### src/rtl/tpdp_pkg.sv
package tpdp_pkg;

    // Lane count is fixed by the eight activation ports
    localparam int LANES    = 8;
    localparam int CODE_W   = 2;
    localparam int WCODES_W = LANES * CODE_W;
    localparam int VL_W     = 4;
    localparam int SUM_W    = 32;
    localparam int GAMMA_W  = 16;
    localparam int PROD_W   = SUM_W + GAMMA_W;

    // Ternary weight codes; the two remaining codes mean zero
    localparam logic [CODE_W-1:0] WCODE_POS = 2'b01;
    localparam logic [CODE_W-1:0] WCODE_NEG = 2'b11;

    // Gamma after reset is 1.0 in Q4.12
    localparam logic signed [GAMMA_W-1:0] GAMMA_RESET = 16'sd4096;

    // Saturation limits of the accumulator and of the result
    localparam logic signed [SUM_W-1:0] SUM_MAX = 32'sh7fff_ffff;
    localparam logic signed [SUM_W-1:0] SUM_MIN = 32'sh8000_0000;

    // One result word
    typedef struct packed {
        logic signed [SUM_W-1:0] dot_result;
        logic                    saturated;
    } t_result;

endpackage

### src/rtl/tpdp_fifo.sv
module tpdp_fifo #(
    parameter int WIDTH = 8,
    parameter int DEPTH = 4
) (
    input  logic                         i_clk,
    input  logic                         i_rst_n,
    input  logic                         i_push,
    input  logic [WIDTH-1:0]             i_wdata,
    input  logic                         i_pop,
    output logic [WIDTH-1:0]             o_rdata,
    output logic                         o_empty,
    output logic [$clog2(DEPTH+1)-1:0]   o_count
);

    localparam int PTR_W = $clog2(DEPTH);
    localparam int CNT_W = $clog2(DEPTH + 1);

    logic [WIDTH-1:0] r_mem [DEPTH];
    logic [PTR_W-1:0] r_wr_ptr;
    logic [PTR_W-1:0] r_rd_ptr;
    logic [CNT_W-1:0] r_count;
    logic [PTR_W-1:0] n_wr_ptr;
    logic [PTR_W-1:0] n_rd_ptr;
    logic [CNT_W-1:0] n_count;

    // Advance pointers with wrap at the depth
    always_comb begin
        n_wr_ptr = r_wr_ptr;
        n_rd_ptr = r_rd_ptr;
        n_count  = r_count;
        if (i_push) begin
            n_wr_ptr = (r_wr_ptr == PTR_W'(DEPTH - 1)) ? '0 : r_wr_ptr + 1'b1;
        end
        if (i_pop) begin
            n_rd_ptr = (r_rd_ptr == PTR_W'(DEPTH - 1)) ? '0 : r_rd_ptr + 1'b1;
        end
        if (i_push && !i_pop) begin
            n_count = r_count + 1'b1;
        end else if (!i_push && i_pop) begin
            n_count = r_count - 1'b1;
        end
    end

    always_ff @(posedge i_clk) begin
        if (!i_rst_n) begin
            r_wr_ptr <= '0;
            r_rd_ptr <= '0;
            r_count  <= '0;
        end else begin
            r_wr_ptr <= n_wr_ptr;
            r_rd_ptr <= n_rd_ptr;
            r_count  <= n_count;
        end
    end

    // Store the incoming word
    always_ff @(posedge i_clk) begin
        if (i_push) begin
            r_mem[r_wr_ptr] <= i_wdata;
        end
    end

    assign o_rdata = r_mem[r_rd_ptr];
    assign o_empty = (r_count == '0);
    assign o_count = r_count;

endmodule

### src/rtl/tpdp_front.sv
module tpdp_front #(
    parameter int ACT_WIDTH = 16
) (
    input  logic                                        i_clk,
    input  logic                                        i_rst_n,
    input  logic                                        i_push,
    input  logic [tpdp_pkg::WCODES_W-1:0]               i_weight_codes,
    input  logic signed [ACT_WIDTH-1:0]                 i_acts [tpdp_pkg::LANES],
    input  logic [tpdp_pkg::VL_W-1:0]                   i_valid_lanes,
    input  logic                                        i_last,
    output logic                                        o_valid,
    output logic signed [ACT_WIDTH+$clog2(tpdp_pkg::LANES):0] o_lane_sum,
    output logic                                        o_last
);

    localparam int LN_W = ACT_WIDTH + 1;
    localparam int LS_W = ACT_WIDTH + 1 + $clog2(tpdp_pkg::LANES);

    logic signed [LN_W-1:0] n_lane [tpdp_pkg::LANES];
    logic signed [LN_W-1:0] r_lane [tpdp_pkg::LANES];
    logic                   r_valid;
    logic                   r_last;
    logic signed [LS_W-1:0] lane_sum;

    // Decode weights: mask zero lanes and lanes past the count, negate minus-one lanes
    always_comb begin
        logic [tpdp_pkg::CODE_W-1:0] code;
        logic                        lane_en;
        for (int i = 0; i < tpdp_pkg::LANES; i++) begin
            code    = i_weight_codes[tpdp_pkg::CODE_W*(tpdp_pkg::LANES-1-i) +: tpdp_pkg::CODE_W];
            lane_en = (i_valid_lanes > tpdp_pkg::VL_W'(i));
            n_lane[i] = '0;
            if (lane_en) begin
                case (code)
                    tpdp_pkg::WCODE_POS: n_lane[i] = LN_W'(i_acts[i]);
                    tpdp_pkg::WCODE_NEG: n_lane[i] = -LN_W'(i_acts[i]);
                    default:             n_lane[i] = '0;
                endcase
            end
        end
    end

    // Register the decoded lanes and their valid flag
    always_ff @(posedge i_clk) begin
        if (!i_rst_n) begin
            r_valid <= 1'b0;
        end else begin
            r_valid <= i_push;
        end
    end

    always_ff @(posedge i_clk) begin
        if (i_push) begin
            r_lane <= n_lane;
            r_last <= i_last;
        end
    end

    // Add the lanes into one partial sum
    always_comb begin
        lane_sum = '0;
        for (int i = 0; i < tpdp_pkg::LANES; i++) begin
            lane_sum = lane_sum + LS_W'(r_lane[i]);
        end
    end

    assign o_valid    = r_valid;
    assign o_lane_sum = lane_sum;
    assign o_last     = r_last;

endmodule

### src/rtl/tpdp_back.sv
module tpdp_back #(
    parameter int LS_W       = 20,
    parameter int GAMMA_FRAC = 12,
    parameter int OUT_DEPTH  = 4
) (
    input  logic                                   i_clk,
    input  logic                                   i_rst_n,
    input  logic                                   i_q_empty,
    input  logic signed [LS_W-1:0]                 i_lane_sum,
    input  logic                                   i_last,
    input  logic [$clog2(OUT_DEPTH+1)-1:0]         i_out_count,
    input  logic signed [tpdp_pkg::GAMMA_W-1:0]    i_gamma,
    output logic                                   o_pop,
    output logic                                   o_res_valid,
    output tpdp_pkg::t_result                      o_res
);

    localparam int SW    = tpdp_pkg::SUM_W;
    localparam int AW    = ((LS_W > SW) ? LS_W : SW) + 1;
    localparam int PW    = tpdp_pkg::PROD_W;
    localparam int XW    = PW + 1;
    localparam int CNT_W = $clog2(OUT_DEPTH + 1);
    localparam logic signed [XW-1:0] RND = XW'((XW'(1) << GAMMA_FRAC) >> 1);

    logic signed [SW-1:0] r_sum;
    logic signed [SW-1:0] r_mul_in;
    logic signed [PW-1:0] r_prod;
    logic                 r_b_valid;
    logic                 r_c_valid;

    logic [CNT_W:0]       in_flight;
    logic                 room;
    logic                 take;
    logic signed [AW-1:0] acc;
    logic signed [SW-1:0] acc_sat;
    logic signed [XW-1:0] rounded;
    logic signed [XW-1:0] shifted;
    logic                 res_fits;

    // Issue a last word only when the output queue has a slot for it
    assign in_flight = (CNT_W+1)'(i_out_count) + (CNT_W+1)'(r_b_valid)
                     + (CNT_W+1)'(r_c_valid);
    assign room      = (in_flight < (CNT_W+1)'(OUT_DEPTH));
    assign take      = !i_q_empty && (!i_last || room);
    assign o_pop     = take;

    // Accumulate with saturation at the 32-bit limits
    always_comb begin
        acc = AW'(r_sum) + AW'(i_lane_sum);
        if ((acc[AW-1:SW-1] == '0) || (acc[AW-1:SW-1] == '1)) begin
            acc_sat = acc[SW-1:0];
        end else if (acc[AW-1]) begin
            acc_sat = tpdp_pkg::SUM_MIN;
        end else begin
            acc_sat = tpdp_pkg::SUM_MAX;
        end
    end

    always_ff @(posedge i_clk) begin
        if (!i_rst_n) begin
            r_sum     <= '0;
            r_b_valid <= 1'b0;
            r_c_valid <= 1'b0;
        end else begin
            if (take) begin
                r_sum <= i_last ? '0 : acc_sat;
            end
            r_b_valid <= take && i_last;
            r_c_valid <= r_b_valid;
        end
    end

    // Drop the finished sum into the multiplier, then scale by gamma
    always_ff @(posedge i_clk) begin
        if (take && i_last) begin
            r_mul_in <= acc_sat;
        end
        if (r_b_valid) begin
            r_prod <= r_mul_in * i_gamma;
        end
    end

    // Round, shift down and clip the scaled product
    always_comb begin
        rounded  = XW'(r_prod) + RND;
        shifted  = rounded >>> GAMMA_FRAC;
        res_fits = (shifted[XW-1:SW-1] == '0) || (shifted[XW-1:SW-1] == '1);
        o_res.saturated = !res_fits;
        if (res_fits) begin
            o_res.dot_result = shifted[SW-1:0];
        end else if (shifted[XW-1]) begin
            o_res.dot_result = tpdp_pkg::SUM_MIN;
        end else begin
            o_res.dot_result = tpdp_pkg::SUM_MAX;
        end
    end

    assign o_res_valid = r_c_valid;

endmodule

### src/rtl/ternary_packed_dot_product.sv
// Ternary packed dot product: one output of a ternary-weight matrix product.
//
// Input queue: drive push with a word of eight Q8.8 activations, eight 2-bit
// weight codes (lane 0 in bits 15:14; 01 = +1, 11 = -1, else 0), a count of
// leading lanes that count, and last. The word is taken at an edge where push
// is high and full is low. Words of one dot product are summed; the word with
// last set ends it and produces one result word, other words produce none.
// Result queue: while empty is low the oldest result is on o_dot_result and
// o_saturated; pop takes it. The result is the sum times gamma, rounded and shifted
// down by GAMMA_FRAC bits and clipped to 32 bits; o_saturated flags the clip.
// Config: i_cfg_we writes gamma (Q4.12) from i_cfg_wdata; write only while idle.
// Path: front stage register, middle queue, back-end sum, multiplier, result queue.
// Throughput: one word per cycle while full is low, bounded by the add-and-clip loop
// of the accumulator in the back end.
// Reset: the sum clears, gamma returns to 1.0, both queues empty.
// When pop stays low the result queue fills, the back end holds the next last
// word, the middle queue fills and full rises.
module ternary_packed_dot_product #(
    parameter int ACT_WIDTH  = 16,
    parameter int GAMMA_FRAC = 12,
    parameter int MID_DEPTH  = 4,
    parameter int OUT_DEPTH  = 4
) (
    input  logic                                i_clk,
    input  logic                                i_rst_n,
    input  logic                                push,
    output logic                                full,
    input  logic [tpdp_pkg::WCODES_W-1:0]       i_weight_codes,
    input  logic signed [ACT_WIDTH-1:0]         i_act_0,
    input  logic signed [ACT_WIDTH-1:0]         i_act_1,
    input  logic signed [ACT_WIDTH-1:0]         i_act_2,
    input  logic signed [ACT_WIDTH-1:0]         i_act_3,
    input  logic signed [ACT_WIDTH-1:0]         i_act_4,
    input  logic signed [ACT_WIDTH-1:0]         i_act_5,
    input  logic signed [ACT_WIDTH-1:0]         i_act_6,
    input  logic signed [ACT_WIDTH-1:0]         i_act_7,
    input  logic [tpdp_pkg::VL_W-1:0]           i_valid_lanes,
    input  logic                                i_last,
    output logic                                empty,
    input  logic                                pop,
    output logic signed [tpdp_pkg::SUM_W-1:0]   o_dot_result,
    output logic                                o_saturated,
    input  logic                                i_cfg_we,
    input  logic signed [tpdp_pkg::GAMMA_W-1:0] i_cfg_wdata
);

    localparam int LS_W   = ACT_WIDTH + 1 + $clog2(tpdp_pkg::LANES);
    localparam int MID_W  = LS_W + 1;
    localparam int MCNT_W = $clog2(MID_DEPTH + 1);
    localparam int OCNT_W = $clog2(OUT_DEPTH + 1);
    localparam int RES_W  = $bits(tpdp_pkg::t_result);

    logic signed [tpdp_pkg::GAMMA_W-1:0] r_gamma;
    logic signed [ACT_WIDTH-1:0]         acts [tpdp_pkg::LANES];
    logic                                accept;
    logic                                f_valid;
    logic signed [LS_W-1:0]              f_lane_sum;
    logic                                f_last;
    logic [MID_W-1:0]                    mid_rdata;
    logic                                mid_empty;
    logic [MCNT_W-1:0]                   mid_count;
    logic [MCNT_W:0]                     mid_used;
    logic                                mid_pop;
    logic [OCNT_W-1:0]                   out_count;
    logic                                res_valid;
    tpdp_pkg::t_result                   res;
    tpdp_pkg::t_result                   out_word;

    // Hold the gamma register
    always_ff @(posedge i_clk) begin
        if (!i_rst_n) begin
            r_gamma <= tpdp_pkg::GAMMA_RESET;
        end else if (i_cfg_we) begin
            r_gamma <= i_cfg_wdata;
        end
    end

    assign acts[0] = i_act_0;
    assign acts[1] = i_act_1;
    assign acts[2] = i_act_2;
    assign acts[3] = i_act_3;
    assign acts[4] = i_act_4;
    assign acts[5] = i_act_5;
    assign acts[6] = i_act_6;
    assign acts[7] = i_act_7;

    // Reserve a middle-queue slot for the word held in the front stage
    assign mid_used = (MCNT_W+1)'(mid_count) + (MCNT_W+1)'(f_valid);
    assign full     = (mid_used >= (MCNT_W+1)'(MID_DEPTH));
    assign accept   = push && !full;

    tpdp_front #(
        .ACT_WIDTH      (ACT_WIDTH)
    ) u_front (
        .i_clk          (i_clk),
        .i_rst_n        (i_rst_n),
        .i_push         (accept),
        .i_weight_codes (i_weight_codes),
        .i_acts         (acts),
        .i_valid_lanes  (i_valid_lanes),
        .i_last         (i_last),
        .o_valid        (f_valid),
        .o_lane_sum     (f_lane_sum),
        .o_last         (f_last)
    );

    tpdp_fifo #(
        .WIDTH   (MID_W),
        .DEPTH   (MID_DEPTH)
    ) u_mid_q (
        .i_clk   (i_clk),
        .i_rst_n (i_rst_n),
        .i_push  (f_valid),
        .i_wdata ({f_lane_sum, f_last}),
        .i_pop   (mid_pop),
        .o_rdata (mid_rdata),
        .o_empty (mid_empty),
        .o_count (mid_count)
    );

    tpdp_back #(
        .LS_W        (LS_W),
        .GAMMA_FRAC  (GAMMA_FRAC),
        .OUT_DEPTH   (OUT_DEPTH)
    ) u_back (
        .i_clk       (i_clk),
        .i_rst_n     (i_rst_n),
        .i_q_empty   (mid_empty),
        .i_lane_sum  (mid_rdata[MID_W-1:1]),
        .i_last      (mid_rdata[0]),
        .i_out_count (out_count),
        .i_gamma     (r_gamma),
        .o_pop       (mid_pop),
        .o_res_valid (res_valid),
        .o_res       (res)
    );

    tpdp_fifo #(
        .WIDTH   (RES_W),
        .DEPTH   (OUT_DEPTH)
    ) u_out_q (
        .i_clk   (i_clk),
        .i_rst_n (i_rst_n),
        .i_push  (res_valid),
        .i_wdata (res),
        .i_pop   (pop && !empty),
        .o_rdata (out_word),
        .o_empty (empty),
        .o_count (out_count)
    );

    assign o_dot_result = out_word.dot_result;
    assign o_saturated  = out_word.saturated;

endmodule

### config.mk
export PLATFORM = sky130hd
export DESIGN_NAME = ternary_packed_dot_product
export DESIGN_NICKNAME = d
export VERILOG_FILES = /design/src/rtl/tpdp_pkg.sv /design/src/rtl/tpdp_fifo.sv /design/src/rtl/tpdp_front.sv /design/src/rtl/tpdp_back.sv /design/src/rtl/ternary_packed_dot_product.sv
export SDC_FILE = /design/constraint.sdc
export NUM_CORES = 2
export LEC_CHECK = 0
export ABC_AREA = 0
export ABC_CLOCK_PERIOD_IN_PS = 8200
export BUFFER_PORTS_ARGS = -buffer_cell sky130_fd_sc_hd__buf_2
export CAP_MARGIN = 20
export CORE_UTILIZATION = 35
export DETAILED_ROUTE_END_ITERATION = 6
export GPL_TIMING_DRIVEN = 0
export PLACE_DENSITY_LB_ADDON = 0.1
export SYNTH_ARGS = -nofsm -noshare
export SYNTH_HDL_FRONTEND = slang
export SYNTH_SLANG_ARGS = --single-unit
### constraint.sdc
create_clock -name i_clk -period 8.2 [get_ports i_clk]
set_clock_uncertainty 0.2 [all_clocks]
set_input_delay 0.82 -clock i_clk [delete_from_list [all_inputs] [get_ports i_clk]]
set_output_delay 0.82 -clock i_clk [all_outputs]
set_load 0.01 [all_outputs]
==> impl_metrics.py <==
metrics = {
    "cells_and_area": {
        "final_core_util_pct": 39.8,
        "synthToLayoutAreaGrowth_pct": 12.4,
        "fin_nets": 5263,
        "final_cell_mix": "inv_1, fa_1, nand2_1",
        "drive_gt1_share_pct": 10.7,
        "final_common_cell": "inv_1",
    },
    "placed_design": {
        "dp_hpwl_microns": 96400,
        "placement.io_buffers": 201,
        "globalplace.congestion": 0.869,
    },
    "min_path": {
        "holdPathStages": 1,
        "hp-start": "i_last",
        "hold_path.class": "in -> reg",
        "min_delay_worst_endpoint": "u_front.o_last$_DFFE_PP_",
    },
    "yosys": {
        "ys_types": 85,
        "synth-seq-area-share_pct": 32.4,
        "synth_seq_cells": 491,
        "synth_cells": 4038,
        "ys_dominant_reg_cell": "edfxtp_1",
        "synth_fp_nets": 4987,
        "synth-edff-count": 422,
        "ys_warn_count": 0,
        "avgSynthCellArea_sq_um": 10.7,
        "synth-async-reset-ratio_pct": 0,
        "syn-cell-area_sq_um": 43400,
    },
    "die": {
        "fp.dieH_microns": 354,
        "chipWidth_microns": 354,
        "pin_count": 205,
        "start_util_pct": 35.5,
        "core_area_sq_um": 122000,
        "die-area_sq_um": 125000,
        "row_count": 128,
    },
    "timing": {
        "whs_ns": 0.0967,
        "period_needed_ns": 7.84,
        "timing.final.crit_share_pct": 95.7,
        "setup-violations-final": 0,
        "max_freq_mhz": 127,
        "finalMaxSlewViolations": 0,
        "worstMarginPinSlew_ns": 1.07,
        "relSlewSlack_pct": 28.3,
        "rsz0062_at_grt": "false",
        "finalHoldViolations": 0,
    },
    "global_routing": {
        "grt_pass1_wl_microns": 182000,
        "antenna_found_initial": 5,
        "grt_overflow": 0,
        "grt_max_degree": 64,
        "grt_usage_pct": 19.1,
        "grt_pass1_vias": 30200,
    },
    "clock_network": {
        "cts_tree": "built",
        "clock_path_buffers": 3,
        "cts-htree-levels": 2,
        "cts_buffers": 59,
        "cts_root_buf": "clkbuf_16",
        "clock_sinks": 491,
        "hold_buffers": 0,
        "clkLatencyLatePin_ns": 0.70,
        "clkTransAtPathRegs_ns": 0.06,
    },
    "setup_path": {
        "crit_type": "reg -> reg",
        "r2r_start": "r_gamma[11]$_SDFFE_PN0P_",
        "r2r-end": "u_back.r_prod[40]$_DFFE_PP_",
        "worst_setup_path_end_kind": "flop",
        "startpoint_type": "flop",
        "worstPathMaxFanout": 10,
        "required_ns": 8.40,
        "r2r_cells": 23,
        "crit_arrival_ns": 8.05,
        "r2r_slack_ns": 0.36,
    },
    "routing": {
        "avgViaCountPerCell": 4.72,
        "drtAntennaViolNets": 0,
        "vias": 28300,
        "drc_errors": 0,
        "drtIter0Drc": 1402,
        "first_pass_iters": 7,
        "routedWlPerCell_microns": 19.5,
        "wirelength_microns": 117000,
    },
    "run": {
        "cap_viol_max_count": 0,
    },
    "run_status": {
        "outcome": "finished, final reports clean",
    },
}
==> logic make-up (layout without fill, tap and decap cells) <==
logic type / count (synthesis) / in the layout / synth area share (%)
buffers and inverters: 882 / 1207 / 7.79
multiplexers: 96 / 96 / 3.80
flip-flops: 491 / 491 / 32.4
AND/OR/NAND/NOR: 1134 / 1134 / 12.2
adder cells (fa/ha/maj): 785 / 785 / 32.6
other: 0 / 3 / 0
XOR/XNOR: 252 / 252 / 5.13
AO/OA/AOI/OAI: 398 / 398 / 6.04
==> Yosys cell counts (all sizes together) (26+ instances only) <==
cell type / count / share of area (%)
edfxtp: 422 / 29
nor3: 27 / 0.32
nand3: 28 / 0.32
xnor2: 109 / 2.2
mux2i: 33 / 0.76
clkbuf: 117 / 1.0
xor2: 143 / 2.9
o31ai: 32 / 0.59
a21o: 46 / 0.80
nor2: 299 / 2.6
buf: 26 / 0.38
nand2: 429 / 3.7
a21oi: 109 / 1.3
mux4: 54 / 2.8
o21ai: 105 / 1.3
or3: 27 / 0.39
dfxtp: 69 / 3.2
ha: 200 / 5.8
and2: 219 / 3.2
fa: 579 / 27
inv: 738 / 6.4
==> flip-flops by register name, indices dropped and copies added, names as in the netlist, named ones only <==
name                cells
u_front.o_last          1
r_gamma                16
u_front.r_lane        136
u_front.o_valid         1
u_out_q.r_rd_ptr        2
u_mid_q.r_wr_ptr        2
u_mid_q.o_count         3
u_back.r_sum           32
u_out_q.r_mem         132
u_back.r_b_valid        1
u_back.r_mul_in        32
u_mid_q.r_mem          84
u_back.r_prod          37
u_back.o_res_valid      1
u_out_q.o_count         3
u_out_q.r_wr_ptr        2
u_mid_q.r_rd_ptr        2
==> critical path, cell delays in order (launching register included) <==
cell	delay, ns
dfxtp_1	0.62
clkbuf_1	0.60
nand2_1	0.16
fa_1	0.54
inv_1	0.06
fa_1	0.50
fa_1	0.52
fa_1	0.51
fa_1	0.54
inv_1	0.05
fa_1	0.56
inv_1	0.05
ha_1	0.35
a21oi_1	0.16
o21ai_0	0.09
o22ai_1	0.24
o2111ai_2	0.30
a31oi_1	0.35
o21bai_2	0.16
nand2_1	0.11
nand4b_1	0.19
a31oi_1	0.41
o21ai_0	0.16
xor2_1	0.16
==> through the flow <==
stage	instance area [sq um]	setup WS, ns	TNS, ns	std cells
2_1_floorplan	43400	1.64	0	4038
3_3_place_gp	46400	-1.01	-10.41	5864
6_report	48800	0.356	0	5991
4_1_cts	48700	0.0101	0	5987
3_5_place_dp	46700	-0.970	-9.64	5877
5_1_grt	48800	0.0118	0	5988
==> area by class of cell <==
type / count / area, sq um
multi-input combinational: 2665 / 26000
inverter: 739 / 2770
clock inverter: 43 / 485
fill: 12200 / 73600
timing repair buffer: 215 / 1270
tap: 1625 / 2030
antenna: 3 / 7.51
buffer: 143 / 631
clock buffer: 67 / 1510
sequential: 491 / 14100
==> how the worst max path moves through the flow <==
stage | startpoint | endpoint | slack (ns) | cells after the start
2_1_floorplan | r_gamma[15]$_SDFFE_PN0P_ | u_back.r_prod[34]$_DFFE_PP_ | 1.64 | 24
3_3_place_gp | r_gamma[9]$_SDFFE_PN0P_ | u_back.r_prod[47]$_DFFE_PP_ | -1.01 | 23
3_5_place_dp | r_gamma[9]$_SDFFE_PN0P_ | u_back.r_prod[47]$_DFFE_PP_ | -0.97 | 23
4_1_cts | u_back.r_mul_in[8]$_DFFE_PP_ | u_back.r_prod[47]$_DFFE_PP_ | 0.01 | 23
5_1_grt | r_gamma[11]$_SDFFE_PN0P_ | u_back.r_prod[40]$_DFFE_PP_ | 0.01 | 23
6_report | r_gamma[11]$_SDFFE_PN0P_ | u_back.r_prod[40]$_DFFE_PP_ | 0.36 | 23
==> routing by layer <==
metal | global-route usage, % | vias up | wire length [microns]
li1 | - | 13500 | -
met1 | 24.9 | 14100 | 51400
met2 | 33.4 | 585 | 57600
met3 | 2.70 | 127 | 5130
met4 | 4.63 | 4 | 2790
met5 | 0 | - | 26
==> timing repair <==
item,4_1_cts,5_1_grt
resized for setup,12,26
endpoints found under the setup margin,20,5
hold endpoints to repair,0,0
setup buffers,0,0
Power is left out: the tool's default activity adds up to more than one toggle a clock period on the data nets, which glitch-free logic cannot reach.
